`src/hdl/tdfg_pkg.sv`:
```
package tdfg_pkg;

  // field widths
  localparam int FreqW = 13;
  localparam int UtilW = 10;
  localparam int TempW = 16;

  // wide enough for (recovered - temp) * 4 plus a frequency
  localparam int ChangeW = 21;

  // configuration port
  localparam int AddrW = 5;
  localparam int DataW = 32;
  localparam int IdxW  = 3;

  typedef enum logic [IdxW-1:0] {
    REG_MIN_FREQ       = 3'd0,
    REG_MAX_FREQ       = 3'd1,
    REG_MAX_INCREASE   = 3'd2,
    REG_UP_THRESHOLD   = 3'd3,
    REG_DOWN_THRESHOLD = 3'd4,
    REG_CRITICAL_TEMP  = 3'd5,
    REG_RECOVERED_TEMP = 3'd6
  } reg_idx_t;

  // register reset values
  localparam logic [FreqW-1:0]        MinFreqRst       = 13'd1000;
  localparam logic [FreqW-1:0]        MaxFreqRst       = 13'd4000;
  localparam logic [FreqW-1:0]        MaxIncreaseRst   = 13'd1000;
  localparam logic [UtilW-1:0]        UpThresholdRst   = 10'd800;
  localparam logic [UtilW-1:0]        DownThresholdRst = 10'd400;
  localparam logic signed [TempW-1:0] CriticalTempRst  = 16'sd8000;
  localparam logic signed [TempW-1:0] RecoveredTempRst = 16'sd7800;

  typedef struct packed {
    logic                    round_start;
    logic signed [TempW-1:0] peak_temperature;
    logic                    core_active;
    logic [UtilW-1:0]        utilization;
    logic signed [TempW-1:0] core_temperature;
    logic [FreqW-1:0]        old_frequency;
  } sample_t;

  typedef struct packed {
    logic [FreqW-1:0] new_frequency;
    logic             throttled;
  } result_t;

  typedef struct packed {
    logic [FreqW-1:0]        min_freq;
    logic [FreqW-1:0]        max_freq;
    logic [FreqW-1:0]        max_increase;
    logic [UtilW-1:0]        up_threshold;
    logic [UtilW-1:0]        down_threshold;
    logic signed [TempW-1:0] critical_temp;
    logic signed [TempW-1:0] recovered_temp;
  } cfg_t;

endpackage

```
`src/hdl/tdfg_regs.sv`:
```
module tdfg_regs (
  input  logic                        clk,
  input  logic                        rst,
  input  logic                        psel,
  input  logic                        penable,
  input  logic                        pwrite,
  input  logic [tdfg_pkg::AddrW-1:0]  paddr,
  input  logic [tdfg_pkg::DataW-1:0]  pwdata,
  output logic [tdfg_pkg::DataW-1:0]  prdata,
  output logic                        pready,
  output tdfg_pkg::cfg_t              cfg
);

  tdfg_pkg::reg_idx_t idx;
  logic               wr_en;

  assign idx    = tdfg_pkg::reg_idx_t'(paddr[tdfg_pkg::AddrW-1:2]);
  assign wr_en  = psel && penable && pwrite;
  assign pready = 1'b1;

  always_ff @(posedge clk) begin
    if (rst) begin
      cfg.min_freq       <= tdfg_pkg::MinFreqRst;
      cfg.max_freq       <= tdfg_pkg::MaxFreqRst;
      cfg.max_increase   <= tdfg_pkg::MaxIncreaseRst;
      cfg.up_threshold   <= tdfg_pkg::UpThresholdRst;
      cfg.down_threshold <= tdfg_pkg::DownThresholdRst;
      cfg.critical_temp  <= tdfg_pkg::CriticalTempRst;
      cfg.recovered_temp <= tdfg_pkg::RecoveredTempRst;
    end else if (wr_en) begin
      unique case (idx)
        tdfg_pkg::REG_MIN_FREQ:       cfg.min_freq       <= pwdata[tdfg_pkg::FreqW-1:0];
        tdfg_pkg::REG_MAX_FREQ:       cfg.max_freq       <= pwdata[tdfg_pkg::FreqW-1:0];
        tdfg_pkg::REG_MAX_INCREASE:   cfg.max_increase   <= pwdata[tdfg_pkg::FreqW-1:0];
        tdfg_pkg::REG_UP_THRESHOLD:   cfg.up_threshold   <= pwdata[tdfg_pkg::UtilW-1:0];
        tdfg_pkg::REG_DOWN_THRESHOLD: cfg.down_threshold <= pwdata[tdfg_pkg::UtilW-1:0];
        tdfg_pkg::REG_CRITICAL_TEMP:  cfg.critical_temp  <= pwdata[tdfg_pkg::TempW-1:0];
        tdfg_pkg::REG_RECOVERED_TEMP: cfg.recovered_temp <= pwdata[tdfg_pkg::TempW-1:0];
        default: ;
      endcase
    end
  end

  // read back, zero extended
  always_comb begin
    prdata = '0;
    unique case (idx)
      tdfg_pkg::REG_MIN_FREQ:       prdata = tdfg_pkg::DataW'(cfg.min_freq);
      tdfg_pkg::REG_MAX_FREQ:       prdata = tdfg_pkg::DataW'(cfg.max_freq);
      tdfg_pkg::REG_MAX_INCREASE:   prdata = tdfg_pkg::DataW'(cfg.max_increase);
      tdfg_pkg::REG_UP_THRESHOLD:   prdata = tdfg_pkg::DataW'(cfg.up_threshold);
      tdfg_pkg::REG_DOWN_THRESHOLD: prdata = tdfg_pkg::DataW'(cfg.down_threshold);
      tdfg_pkg::REG_CRITICAL_TEMP:  prdata = tdfg_pkg::DataW'($unsigned(cfg.critical_temp));
      tdfg_pkg::REG_RECOVERED_TEMP: prdata = tdfg_pkg::DataW'($unsigned(cfg.recovered_temp));
      default:                      prdata = '0;
    endcase
  end

endmodule

```
`src/hdl/tdfg_calc.sv`:
```
module tdfg_calc (
  input  logic              clk,
  input  logic              rst,
  input  logic              advance,
  input  tdfg_pkg::cfg_t    cfg,
  input  tdfg_pkg::sample_t sample,
  output tdfg_pkg::result_t result
);

  localparam int CW = tdfg_pkg::ChangeW;
  localparam int FW = tdfg_pkg::FreqW;

  logic throttle;
  logic throttle_next;

  logic signed [CW-1:0] diff;
  logic signed [CW-1:0] step;
  logic signed [CW-1:0] sum;
  logic signed [CW-1:0] old_ext;
  logic signed [CW-1:0] max_inc_ext;
  logic signed [CW-1:0] max_freq_ext;
  logic [FW-1:0]        half;
  logic [FW-1:0]        freq;

  // hysteresis, set test first
  always_comb begin
    throttle_next = throttle;
    if (sample.round_start) begin
      if ($signed(sample.peak_temperature) > $signed(cfg.critical_temp)) begin
        throttle_next = 1'b1;
      end else if ($signed(sample.peak_temperature) < $signed(cfg.recovered_temp)) begin
        throttle_next = 1'b0;
      end
    end
  end

  always_ff @(posedge clk) begin
    if (rst) begin
      throttle <= 1'b0;
    end else if (advance) begin
      throttle <= throttle_next;
    end
  end

  always_comb begin
    old_ext      = $signed({{(CW-FW){1'b0}}, sample.old_frequency});
    max_inc_ext  = $signed({{(CW-FW){1'b0}}, cfg.max_increase});
    max_freq_ext = $signed({{(CW-FW){1'b0}}, cfg.max_freq});
    diff = CW'($signed(cfg.recovered_temp)) - CW'($signed(sample.core_temperature));

    // negative change counts four times, positive is capped
    if (diff < 0) begin
      step = diff <<< 2;
    end else if (diff > max_inc_ext) begin
      step = max_inc_ext;
    end else begin
      step = diff;
    end

    sum = old_ext + step;
    if (sum > max_freq_ext) begin
      sum = max_freq_ext;
    end
    if (sum < 0) begin
      sum = '0;
    end

    half = sample.old_frequency >> 1;

    if (throttle_next || !sample.core_active) begin
      freq = cfg.min_freq;
    end else if (sample.utilization > cfg.up_threshold) begin
      freq = sum[FW-1:0];
    end else if (sample.utilization < cfg.down_threshold) begin
      if (sample.old_frequency == cfg.min_freq) begin
        freq = sample.old_frequency;
      end else if (half < cfg.min_freq) begin
        freq = cfg.min_freq;
      end else begin
        freq = half;
      end
    end else begin
      freq = sample.old_frequency;
    end

    result.new_frequency = freq;
    result.throttled     = throttle_next;
  end

endmodule

```
`src/hdl/thermal_dvfs_frequency_governor_core.sv`:
```
// thermal dvfs frequency governor
//
// sample channel (sample_valid / sample_ready / sample): one core sample per
// transaction; a sample with round_start set re-evaluates the throttle flag
// from peak_temperature before that core's frequency is chosen
// result channel (result_valid / result_ready / result): one transaction per
// sample, in order, carrying new_frequency and the throttle flag
// apb port: seven registers at byte address 4*index, written in the access
// phase, pready always high, reads return the register zero extended
//
// a sample transaction reaches result valid through the input register, then
// the result register; throughput is one sample per cycle while the receiver
// does not stall, set by the single stage of compare/add logic between them
// reset empties both stages, clears the throttle flag and loads the register
// defaults; when the receiver stalls the result register holds and an empty
// input register still takes one more sample before sample_ready drops
module thermal_dvfs_frequency_governor_core (
  input  logic                        clk,
  input  logic                        rst,
  input  logic                        sample_valid,
  output logic                        sample_ready,
  input  tdfg_pkg::sample_t           sample,
  output logic                        result_valid,
  input  logic                        result_ready,
  output tdfg_pkg::result_t           result,
  input  logic                        psel,
  input  logic                        penable,
  input  logic                        pwrite,
  input  logic [tdfg_pkg::AddrW-1:0]  paddr,
  input  logic [tdfg_pkg::DataW-1:0]  pwdata,
  output logic [tdfg_pkg::DataW-1:0]  prdata,
  output logic                        pready
);

  tdfg_pkg::cfg_t    cfg;
  tdfg_pkg::sample_t s1_data;
  tdfg_pkg::result_t calc_result;
  logic              s1_valid;
  logic              out_free;
  logic              advance;

  // configuration registers
  tdfg_regs u_regs (
    .clk     (clk),
    .rst     (rst),
    .psel    (psel),
    .penable (penable),
    .pwrite  (pwrite),
    .paddr   (paddr),
    .pwdata  (pwdata),
    .prdata  (prdata),
    .pready  (pready),
    .cfg     (cfg)
  );

  // result register can load when empty or being drained
  assign out_free     = !result_valid || result_ready;
  assign advance      = s1_valid && out_free;
  assign sample_ready = !s1_valid || advance;

  // throttle flag moves with the sample that leaves the input register
  tdfg_calc u_calc (
    .clk     (clk),
    .rst     (rst),
    .advance (advance),
    .cfg     (cfg),
    .sample  (s1_data),
    .result  (calc_result)
  );

  // stage valids
  always_ff @(posedge clk) begin
    if (rst) begin
      s1_valid     <= 1'b0;
      result_valid <= 1'b0;
    end else begin
      if (sample_ready) begin
        s1_valid <= sample_valid;
      end
      if (out_free) begin
        result_valid <= s1_valid;
      end
    end
  end

  // payload, no reset needed
  always_ff @(posedge clk) begin
    if (sample_valid && sample_ready) begin
      s1_data <= sample;
    end
    if (advance) begin
      result <= calc_result;
    end
  end

endmodule

```
`config.mk`:
```
export PLATFORM = sky130hd
export DESIGN_NAME = thermal_dvfs_frequency_governor_core
export DESIGN_NICKNAME = d
export VERILOG_FILES = /design/src/hdl/tdfg_pkg.sv /design/src/hdl/tdfg_regs.sv /design/src/hdl/tdfg_calc.sv /design/src/hdl/thermal_dvfs_frequency_governor_core.sv
export SDC_FILE = /design/constraint.sdc
export NUM_CORES = 1
export LEC_CHECK = 0
export BUFFER_PORTS_ARGS = -buffer_cell sky130_fd_sc_hd__buf_2
export CAP_MARGIN = 20
export CORE_ASPECT_RATIO = 0.9
export CORE_UTILIZATION = 40
export CTS_BUF_LIST = sky130_fd_sc_hd__clkbuf_2 sky130_fd_sc_hd__clkbuf_4 sky130_fd_sc_hd__clkbuf_8
export DETAILED_ROUTE_END_ITERATION = 10
export GPL_ROUTABILITY_DRIVEN = 0
export SYNTH_ARGS = -nofsm -noshare
export SYNTH_HDL_FRONTEND = slang
export SYNTH_SLANG_ARGS = --single-unit
```
`constraint.sdc`:
```
create_clock -name clk -period 8.1 [get_ports clk]
set_input_delay 0.81 -clock clk [delete_from_list [all_inputs] [get_ports clk]]
set_output_delay 0.81 -clock clk [all_outputs]
set_load 0.005 [all_outputs]
```
# Word-level counts from Yosys, hierarchy flattened
# Cells that the tools add are included.
word_totals:
  regBits: 165
  inputBits: 101
  out_inout_bits: 49
  elab_cells: 67
op_classes:
  n_addsub: 2
  n_lt_le_gt_ge: 9
  n_eq_ne: 7
  n_mux: 13
  n_reduce_logical: 18
op_table:
  columns: ["operator", "count"]
  rows:
  - ["16-bit one-hot mux with 7 select lines", 1]
  - ["13-bit two-way mux", 6]
  - ["21-bit two-way mux", 3]
  - ["14-bit by 21-bit adder with 21-bit output", 1]
  - ["21-bit by 14-bit > comparator with 1-bit output", 1]
  - ["21-bit by 1-bit < comparator with 1-bit output, second input constant", 1]
  - ["17-bit by 14-bit > comparator with 1-bit output", 1]
  - ["17-bit by 1-bit < comparator with 1-bit output, second input constant", 1]
  - ["16-bit by 16-bit subtractor with 17-bit output", 1]
  - ["16-bit > comparator", 1]
  - ["16-bit < comparator", 1]
  - ["2-bit AND reduction", 7]
  - ["13-bit equality test", 1]
  - ["12-bit by 13-bit < comparator with 1-bit output", 1]
  - ["10-bit > comparator", 1]
  - ["10-bit < comparator", 1]
  - ["3-bit equality test, second input constant", 3]
  - ["3-bit by 2-bit equality test with 1-bit output, second input constant", 2]
  - ["1-bit logical AND", 4]
  - ["3-bit by 1-bit equality test with 1-bit output, second input constant", 1]
  - ["1-bit logical NOT", 3]
  - ["3-bit logical NOT", 1]
  - ["1-bit logical OR", 3]
  - ["1-bit two-way mux", 3]

# Depth between registers and ports, before layout
# Gate-level depths: netlist (run 1).
depth:
  depth_word: 11
  ltp_mapped: 38
  mapped_depth_nobuf: 36

# Hierarchy
# A second synthesis (run 1) with hierarchy kept.
unflattened:
  cells_unflattened: 1291
  area_unflattened_um2: 11845.1
by_module_without_submodules:
  columns: ["module", "instances", "cells_per_inst", "area_each_um2", "seq_area_each_um2"]
  rows:
  - ["tdfg_calc", 1, 730, 5114.9, 20.0]
  - ["tdfg_regs", 1, 480, 4494.3, 1821.7]
  - ["thermal_dvfs_frequency_governor_core", 1, 81, 2235.9, 2172.1]

# Worst setup path after synthesis (run 1)
# Ideal clock, no wire load.
synth_timing:
  kind: "register to register"
  startpoint: "register u_regs.cfg[0] (netlist name)"
  endpoint: "register result[13] (netlist bit), data pin"
  setup_ns: 0.275
  arrival_ns: 7.214
  setup_slack_ns: 0.611
  stages_incl_launch_ff: 36
  path_buffers: 2
  synth_period_minus_slack_ns: 7.489
  cell_sequence: "dfxtp_1 > inv_1 > ha_1 > fa_1 > nand2b_1 > a21oi_1 > nor2_1 > o21ai_0 > xor2_1 > ha_1 > a21o_1 > a21o_1 > a21oi_1 > a21oi_1 > nor4b_4 > buf_2 > nor2_1 > a211oi_1 > ha_1 > inv_1 > fa_1 > nor2b_1 > o31ai_1 > a32oi_1 > a31oi_1 > xnor2_1 > ha_1 > a211o_1 > a21oi_1 > nand4_1 > nand2_1 > or3b_1 > clkbuf_1 > nand2_1 > mux2i_1 > o221ai_1"
synth_lines:
  columns: ["item", "line_no", "text"]
  rows:
  - ["to (signal assigned)", "thermal_dvfs_frequency_governor_core.sv:92", "result <= calc_result;"]
  - ["to (decl)", "thermal_dvfs_frequency_governor_core.sv:25", "output tdfg_pkg::result_t result,"]

==> qor.yml, run 1 <==
status: "completed"
ir_worst_vdd_v: 0.00008145
clk_pin_slew_ns: 0.10
fin_skew_ns: 0.01947
worstHoldStart: "u_regs.cfg[41]$_SDFFE_PP0P_"
setup_violations: 0
layout_commonest_cell: "nand2_1"
timing.hold.ws_ns: 0.4584
fp-row-count: 57
cts_num_sinks: 165
grt_pass1_vias: 8801
globalRouteOverflowTotal: 0
ff2ff_setup_slack_ns: 0.46
ys.warnings.count: 0
postSynthAreaPerCell_um2: 8.854
first_pass_iters: 5
stdcell_area_mm2: 0.01245
io_buffers: 114
min_to: "u_regs.cfg[41]$_SDFFE_PP0P_"
r2r_cells: 36
crit_path_start_kind: "flip-flop"
max-clock-path-buffers: 2
max-slew-margin-rel_pct: 30.00
worst_pin_slew_ns: 1.044
dr.first_iter.drc_count: 775
wl_um: 33200
wl_per_cell_um: 19.29
fillers: 2634
die_area_mm2: 0.02807
drc_errors: 0
cts_inserted_buffers: 17
maxSlewViolCount: 0
antenna_found_initial: 0
synth_async_sr_flop_share_pct: 0
cts-root-buf: "clkbuf_8"
hold_viol_final: 0
maxCapViolations: 0
synth-seq-cells: 165
cp.required_ns: 8.29
viasPerCell: 5.486
cpMostUsedCell: "buf_4"
rr_endpoint: "result[10]$_DFFE_PP_"
path_max_fanout: 6
period_minus_slack_ns: 7.639
finalCritPeriodShare_pct: 94.31
ant_nets: 0
htree_levels: 4
slowest_delay_ns: 0.46
syn_inst: 1238
final_cell_mix: "nand2_1, ha_1, inv_1"
synth-main-ff-cell: "dfxtp_1"
cp_data_arrival_time_ns: 7.83
post-route-util_pct: 46.20
fmax_mhz: 130.9
fin_nets: 1575
cts_hold_buffers: 0
vias: 9441
clk_latency_ns: 0.48
diodes: 0
dp_hpwl_um: 25590
core-area_mm2: 0.02696
critPathKind: "reg -> reg"
r2r_start: "u_regs.cfg[0]$_SDFFE_PP0P_"
slowest_stage: "nor4b_4"
place_area_mm2: 0.01191
tritoncts: "built"
grt_max_degree: 58
ys_types: 70
p_leak_nw: 5.263
areaGrowthSynthToFinish_pct: 13.62
min_delay_path_depth: 2
die_h_um: 159.0
dieWidth_um: 176.5
powerDensity_mw_per_mm2: 160.6
drive_above_1_share_pct: 16.09
grt_first_pass_wirelength_um: 50190
synth_edf_count: 71
hold_class: "reg -> reg"
track_usage_pct: 23.61
start_util_pct: 40.66
netlist_area_mm2: 0.01096
endpoint_kind: "flip-flop"
synth-seq-area-share_pct: 36.62
ios: 150
-- where the power goes --
group | internal (mW) | leakage, nW | switching [mW]
sequential | 0.897 | 1.45 | 0.0233
combinational | 0.217 | 3.63 | 0.299
clock | 0.225 | 0.185 | 0.340
total | 1.34 | 5.26 | 0.662
-- layout make-up --
cell class | count | area, µm² | area share (%)
sequential | 165 | 4015 | 32.24
tap | 354 | 442.9 | 3.556
clock inverter | 13 | 100.1 | 0.8037
inverter | 116 | 435.4 | 3.496
multi-input combinational | 913 | 6419 | 51.54
clock buffer | 19 | 249.0 | 1.999
timing repair buffer | 141 | 793.3 | 6.369
-- worst max-delay path, delay by kind of cell, from the launching register on --
| kind | cells | cell delay (ns) |
|---|---|---|
| fa+ha+maj | 5 | 1.67 |
| simple gates | 13 | 2.54 |
| compound gates | 11 | 1.57 |
| mux | 1 | 0.25 |
| xor+xnor | 1 | 0.15 |
| buf+inv | 5 | 0.78 |
| flops | 1 | 0.38 |
-- per-layer routing --
layer	up-vias	GRT usage [%]	share of wire, %
met1	4366	33.26	46
met5	-	0	0
met4	0	6.661	2.1
met3	44	4.967	8.1
li1	4646	-	-
met2	385	36.26	44
-- flip-flops by register name, summed over array words and instances (netlist names) --
signal and count:
u_regs.cfg 91, s1_data 57, result 14, result_valid 1, s1_valid 1, u_calc.throttle 1
-- what timing repair did --
action,CTS,global route
resized for setup,1,24
endpoints found under the setup margin,1,13
gates cloned,0,0
pin swaps,0,6
buffers inserted,0,4
-- synthesized netlist by cell type (17+ instances only) --
cell | number | area, µm²
nand2_1 | 199 | 747.0
ha_1 | 118 | 1476
inv_1 | 116 | 435.4
a21oi_1 | 113 | 565.5
dfxtp_1 | 94 | 1882
edfxtp_1 | 71 | 2132
nor2_1 | 65 | 244.0
o211ai_1 | 48 | 360.4
mux2i_1 | 45 | 450.4
clkbuf_1 | 33 | 123.9
a21o_1 | 22 | 165.2
o21ai_0 | 22 | 110.1
xnor2_1 | 21 | 183.9
buf_4 | 17 | 127.6
o21ai_1 | 17 | 85.08
-- metrics by stage --
stage,TNS (ns),worst slack (ns),std cells,total power [mW]
floorplan,0,0.6113,1253,1.262
global placement,0,0.1956,1683,1.402
finish,0,0.4609,1721,2.000
CTS,0,0.05962,1715,1.976
detailed placement,0,0.04637,1683,1.410
global route,-0.01869,-0.01869,1721,2.099
-- cell families after synthesis --
kind of cell,synth area share (%)
other,0.06851
AND/OR/NAND/NOR,15.23
flip-flops,36.62
XOR/XNOR,2.557
buffers and inverters,6.654
adder cells (fa/ha/maj),13.83
AO/OA/AOI/OAI,19.19
multiplexers,5.855
-- worst max-delay path by stage --
| stage | start | endpoint | slack [ns] | cells past startpoint |
|---|---|---|---|---|
| floorplan | u_regs.cfg[0]$_SDFFE_PP0P_ | result[13]$_DFFE_PP_ | 0.61 | 35 |
| global placement | u_regs.cfg[0]$_SDFFE_PP0P_ | result[1]$_DFFE_PP_ | 0.20 | 35 |
| detailed placement | u_regs.cfg[0]$_SDFFE_PP0P_ | result[1]$_DFFE_PP_ | 0.05 | 35 |
| CTS | u_regs.cfg[0]$_SDFFE_PP0P_ | result[10]$_DFFE_PP_ | 0.06 | 36 |
| global route | u_regs.cfg[0]$_SDFFE_PP0P_ | result[10]$_DFFE_PP_ | -0.02 | 36 |
| finish | u_regs.cfg[0]$_SDFFE_PP0P_ | result[10]$_DFFE_PP_ | 0.46 | 36 |
(Power assumes the default switching activity.)
==> run 2, diff against run 1 <==
Settings changed: CTS_BUF_LIST sky130_fd_sc_hd__clkbuf_2 sky130_fd_sc_hd__clkbuf_4 sky130_fd_sc_hd__clkbuf_8 to sky130_fd_sc_hd__clkbuf_4.
==> run 2 against run 1 <==
Against the previous run: sequential share of layout area grew 0.31 points; critical endpoint unchanged; fmax is 0.14% higher; setup slack better by 0.011 ns; first-iteration DRC count rose by 3.6%; routed wire length is essentially flat.
==> qor.yml, run 2 (synthesized netlist as in run 1, its figures left out) <==
cts_hold_buffers: 0
tritoncts: "built"
hold_viol_final: 0
vias: 9453
min_to: "s1_data[47]$_DFFE_PP_"
final_cell_mix: "nand2_1, ha_1, inv_1"
seqCellArea_mm2: 0.004019
worst_pin_slew_ns: 1.065
drc_errors: 0
power_mw: 1.895
dp_hpwl_um: 25590
first_pass_iters: 5
cpMostUsedCell: "buf_4"
status: "completed"
endpoint_kind: "flip-flop"
cts-root-buf: "clkbuf_4"
max-slew-margin-rel_pct: 28.59
maxSlewViolCount: 0
ir_worst_vdd_v: 0.00007029
min_delay_path_depth: 1
crit_path_start_kind: "flip-flop"
ios: 150
largest_register_ffs: 91
htree_levels: 4
layout_commonest_cell: "nand2_1"
fp-row-count: 57
io_buffers: 114
grt_first_pass_wirelength_um: 50120
ff2ff_setup_slack_ns: 0.47
worstHoldStart: "sample[47]"
place_ws_ns: 0.04637
die_area_mm2: 0.02807
die_h_um: 159.0
ant_nets: 0
p_leak_nw: 5.217
fin_nets: 1575
fmax_mhz: 131.1
r2r_start: "u_regs.cfg[0]$_SDFFE_PP0P_"
slowest_delay_ns: 0.45
cts_inserted_buffers: 17
reg.largest.list: "u_regs.cfg: 91 flops, s1_data: 57 flops, result: 14 flops"
top_register: "u_regs.cfg"
drive_above_1_share_pct: 16.09
max-clock-path-buffers: 2
grt_pass1_vias: 8805
track_usage_pct: 23.55
setup_ws_ns: 0.4717
fillers: 2646
rr_endpoint: "result[10]$_DFFE_PP_"
fin_skew_ns: 0.02529
slowest_stage: "nor4b_4"
multi_input_comb_area_mm2: 0.006411
viasPerCell: 5.490
final_cells: 1722
wl_per_cell_um: 19.28
period_minus_slack_ns: 7.628
clk_latency_ns: 0.58
globalRouteOverflowTotal: 0
cts_num_sinks: 165
cp.required_ns: 8.42
finalCritPeriodShare_pct: 94.18
dr.first_iter.drc_count: 803
hold_class: "in -> reg"
path_max_fanout: 6
areaGrowthSynthToFinish_pct: 12.64
timing.hold.ws_ns: 0.3891
cp_data_arrival_time_ns: 7.95
maxCapViolations: 0
grt_max_degree: 58
r2r_cells: 36
post-place-cells: 1683
powerDensity_mw_per_mm2: 153.5
core-area_mm2: 0.02696
critPathKind: "reg -> reg"
start_util_pct: 40.66
dieWidth_um: 176.5
setup_violations: 0
wl_um: 33190
antenna_found_initial: 1
clk_pin_slew_ns: 0.16
-- run 2: critical path, delay by kind of cell (launching register included) --
kind | cells | cell delay [ns]
AO/OA/AOI/OAI | 11 | 1.58
adder cells (fa/ha/maj) | 5 | 1.66
XOR/XNOR | 1 | 0.15
AND/OR/NAND/NOR | 13 | 2.55
buffers and inverters | 5 | 0.76
flip-flops | 1 | 0.40
multiplexers | 1 | 0.27
-- run 2: worst max path at each step --
stage / startpoint / slack [ns] / endpoint
after floorplan: u_regs.cfg[0]$_SDFFE_PP0P_ / 0.61 / result[13]$_DFFE_PP_
after global placement: u_regs.cfg[0]$_SDFFE_PP0P_ / 0.20 / result[1]$_DFFE_PP_
after detailed placement: u_regs.cfg[0]$_SDFFE_PP0P_ / 0.05 / result[1]$_DFFE_PP_
after CTS: u_regs.cfg[0]$_SDFFE_PP0P_ / 0.06 / result[10]$_DFFE_PP_
after global routing: u_regs.cfg[0]$_SDFFE_PP0P_ / -0.004 / result[10]$_DFFE_PP_
final: u_regs.cfg[0]$_SDFFE_PP0P_ / 0.47 / result[10]$_DFFE_PP_
-- run 2: what timing repair did --
action                                  4_1_cts  5_1_grt
endpoints found under the setup margin        1       13
setup buffers                                 0        4
resized for setup                             1       25
pin swaps                                     0        6
-- run 2: layout make-up --
class | count | share of cell area [%]
Sequential cell | 165 | 32.55
Antenna cell | 1 | 0.02027
Clock inverter | 13 | 0.8107
Inverter | 116 | 3.527
Clock buffer | 19 | 1.155
Tap cell | 354 | 3.587
Timing Repair Buffer | 141 | 6.425
Multi-Input combinational cell | 913 | 51.93
-- run 2: per-stage QoR --
stage / instance area, µm² / TNS [ns] / util [%]
2_1_floorplan: 11020 / 0 / -
3_3_place_gp: 11910 / 0 / 44.18
3_5_place_dp: 11910 / 0 / 44.18
4_1_cts: 12160 / 0 / 45.10
5_1_grt: 12350 / -0.003660 / 45.80
6_report: 12350 / 0 / 45.80
-- run 2: power by group --
group	switching, mW	internal [mW]	leakage, nW
Sequential	0.0234	0.897	1.45
Clock	0.326	0.135	0.141
Combinational	0.298	0.216	3.63
-- run 2: routing by layer --
layer | vias to the layer above | track usage [%] | share of wire, %
li1 | 4639 | - | -
met1 | 4424 | 33.14 | 47
met2 | 339 | 36.20 | 44
met3 | 51 | 4.990 | 7.0
met4 | 0 | 6.622 | 2.4
met5 | - | 0 | 0
==> run 3, diff against run 2 <==
Clock period 8.1 ns to 9.4 ns, I/O delays scaled along.
==> run 3 against run 2 <==
Against the previous run: utilization shrank 0.69 points; clock-buffer cell count unchanged; clock skew down 0.0075 ns; first-iteration DRC count fell by 5.6%; critical endpoint is now result[12]$_DFFE_PP_; largest power group unchanged; highest routed layer unchanged.
==> qor.yml, run 3 (synthesized netlist as in run 1, its figures left out) <==
rsz0062_at_grt: "false"
cp.required_ns: 9.73
ir_worst_vdd_v: 0.00006871
critPathKind: "reg -> reg"
powerDensity_mw_per_mm2: 134.7
comb_power_share_pct: 24.6
p_clk_share_pct: 26.9
finalCritPeriodShare_pct: 92.20
cts_num_sinks: 165
cts-root-buf: "clkbuf_4"
worst_pin_slew_ns: 1.084
wl_um: 33310
globalRouteOverflowTotal: 0
crit_path_start_kind: "flip-flop"
ios: 150
drc_errors: 0
fin_skew_ns: 0.01782
p_int_mw: 1.082
cts_resized: 0
layout_commonest_cell: "nand2_1"
max-clock-path-buffers: 2
dr_wl_met2_um: 15000
fp-row-count: 57
path_max_fanout: 8
dr.first_iter.drc_count: 758
wl_per_cell_um: 19.50
max-slew-margin-rel_pct: 27.43
first_pass_iters: 7
fin_nets: 1560
post-route-util_pct: 45.11
fmax_mhz: 115.4
maxCapViolations: 0
ant_nets: 0
grt_first_pass_wirelength_um: 50540
post-cts-setup-buffer-count: 0
cp_data_arrival_time_ns: 9.00
htree_levels: 4
dp_hpwl_um: 25610
hold_class: "reg -> reg"
setup_violations: 0
grt_max_degree: 58
period_minus_slack_ns: 8.667
endpoint_kind: "flip-flop"
start_util_pct: 40.66
timing.hold.ws_ns: 0.4713
final_cells: 1708
viasPerCell: 5.571
final_cell_mix: "nand2_1, ha_1, inv_1"
setup_tns_ns: 0
cpMostUsedCell: "a21oi_1"
grt_pass1_vias: 8688
p_switching_mw: 0.5553
vias: 9515
seqPwrFrac_pct: 48.5
fillers: 2685
highest_layer: "met4"
wl_met1_um: 15130
p_leak_nw: 5.138
hold_viol_final: 0
largest_register_ffs: 91
io_buffers: 114
top_register: "u_regs.cfg"
core-area_mm2: 0.02696
areaGrowthSynthToFinish_pct: 10.93
clk_latency_ns: 0.61
maxSlewViolCount: 0
met3_length_um: 2500
reg.largest.list: "u_regs.cfg: 91 flops, s1_data: 57 flops, result: 14 flops"
cts_hold_buffers: 0
tritoncts: "built"
die_h_um: 159.0
slowest_delay_ns: 0.52
slowest_stage: "nor4b_4"
clk_pin_slew_ns: 0.15
dieWidth_um: 176.5
drive_above_1_share_pct: 13.91
antenna_found_initial: 1
track_usage_pct: 23.86
swShare_pct: 33.91
cts_inserted_buffers: 17
status: "completed"
post-place-cells: 1671
die_area_mm2: 0.02807
## run 3: cell types whose count changed in the layout (fill, tap and decap cells not counted), sizes merged
cell      delta
buf         -15
bufinv       +1
clkinv       -1
clkinvlp     -1
diode        +1
inv          +1
## run 3: power groups by stage
stage	clock network, mW	logic (mW)	registers (mW)
final	0.441	0.402	0.794
after detailed placement	0	0.395	0.810
after floorplan	0	0.287	0.801
after global routing	0.479	0.447	0.796
after CTS	0.455	0.398	0.794
after global placement	0	0.389	0.809
## run 3: per-stage QoR
stage | area, µm² | setup WS, ns | total power, mW
after floorplan | 11020 | 1.911 | 1.088
after global placement | 11830 | 1.052 | 1.198
after detailed placement | 11830 | 0.9381 | 1.205
after CTS | 12110 | 0.8936 | 1.647
after global routing | 12160 | 0.1157 | 1.723
final | 12160 | 0.7330 | 1.637
## run 3: worst max-delay path, delay by kind of cell, from the launching register on
family | cells | cell delay [ns]
adders and majority gates | 5 | 1.57
xor gates and xnor gates | 2 | 0.45
muxes | 3 | 0.72
buffers and inverters | 1 | 0.10
DFF | 1 | 0.45
and+or+nand+nor | 8 | 2.09
AOI/OAI and AO/OA | 13 | 2.99
## run 3: final timing paths
| check | from | end | slack, ns | cells after the start |
|---|---|---|---|---|
| setup reg to reg | u_regs.cfg[0]$_SDFFE_PP0P_ | result[12]$_DFFE_PP_ | 0.73 | 32 |
| hold reg to reg | u_regs.cfg[41]$_SDFFE_PP0P_ | u_regs.cfg[41]$_SDFFE_PP0P_ | 0.47 | 2 |
| setup / recovery | u_regs.cfg[0]$_SDFFE_PP0P_ | result[12]$_DFFE_PP_ | 0.73 | 32 |
| hold / removal | u_regs.cfg[41]$_SDFFE_PP0P_ | u_regs.cfg[41]$_SDFFE_PP0P_ | 0.47 | 2 |
## run 3: area by class of cell
type | instances | area [µm²] | share of cell area (%)
Multi-Input combinational cell | 913 | 6300 | 51.81
Tap cell | 354 | 442.9 | 3.642
Inverter | 116 | 435.4 | 3.581
Antenna cell | 2 | 5.005 | 0.04116
Clock inverter | 13 | 140.1 | 1.152
Timing Repair Buffer | 126 | 680.7 | 5.597
Sequential cell | 165 | 4014 | 33.01
Clock buffer | 19 | 142.6 | 1.173
## run 3: layer usage
metal	global-route usage (%)	up-vias
li1	-	4596
met1	33.90	4498
met2	37.04	367
met3	4.513	54
met4	5.878	0
met5	0	-
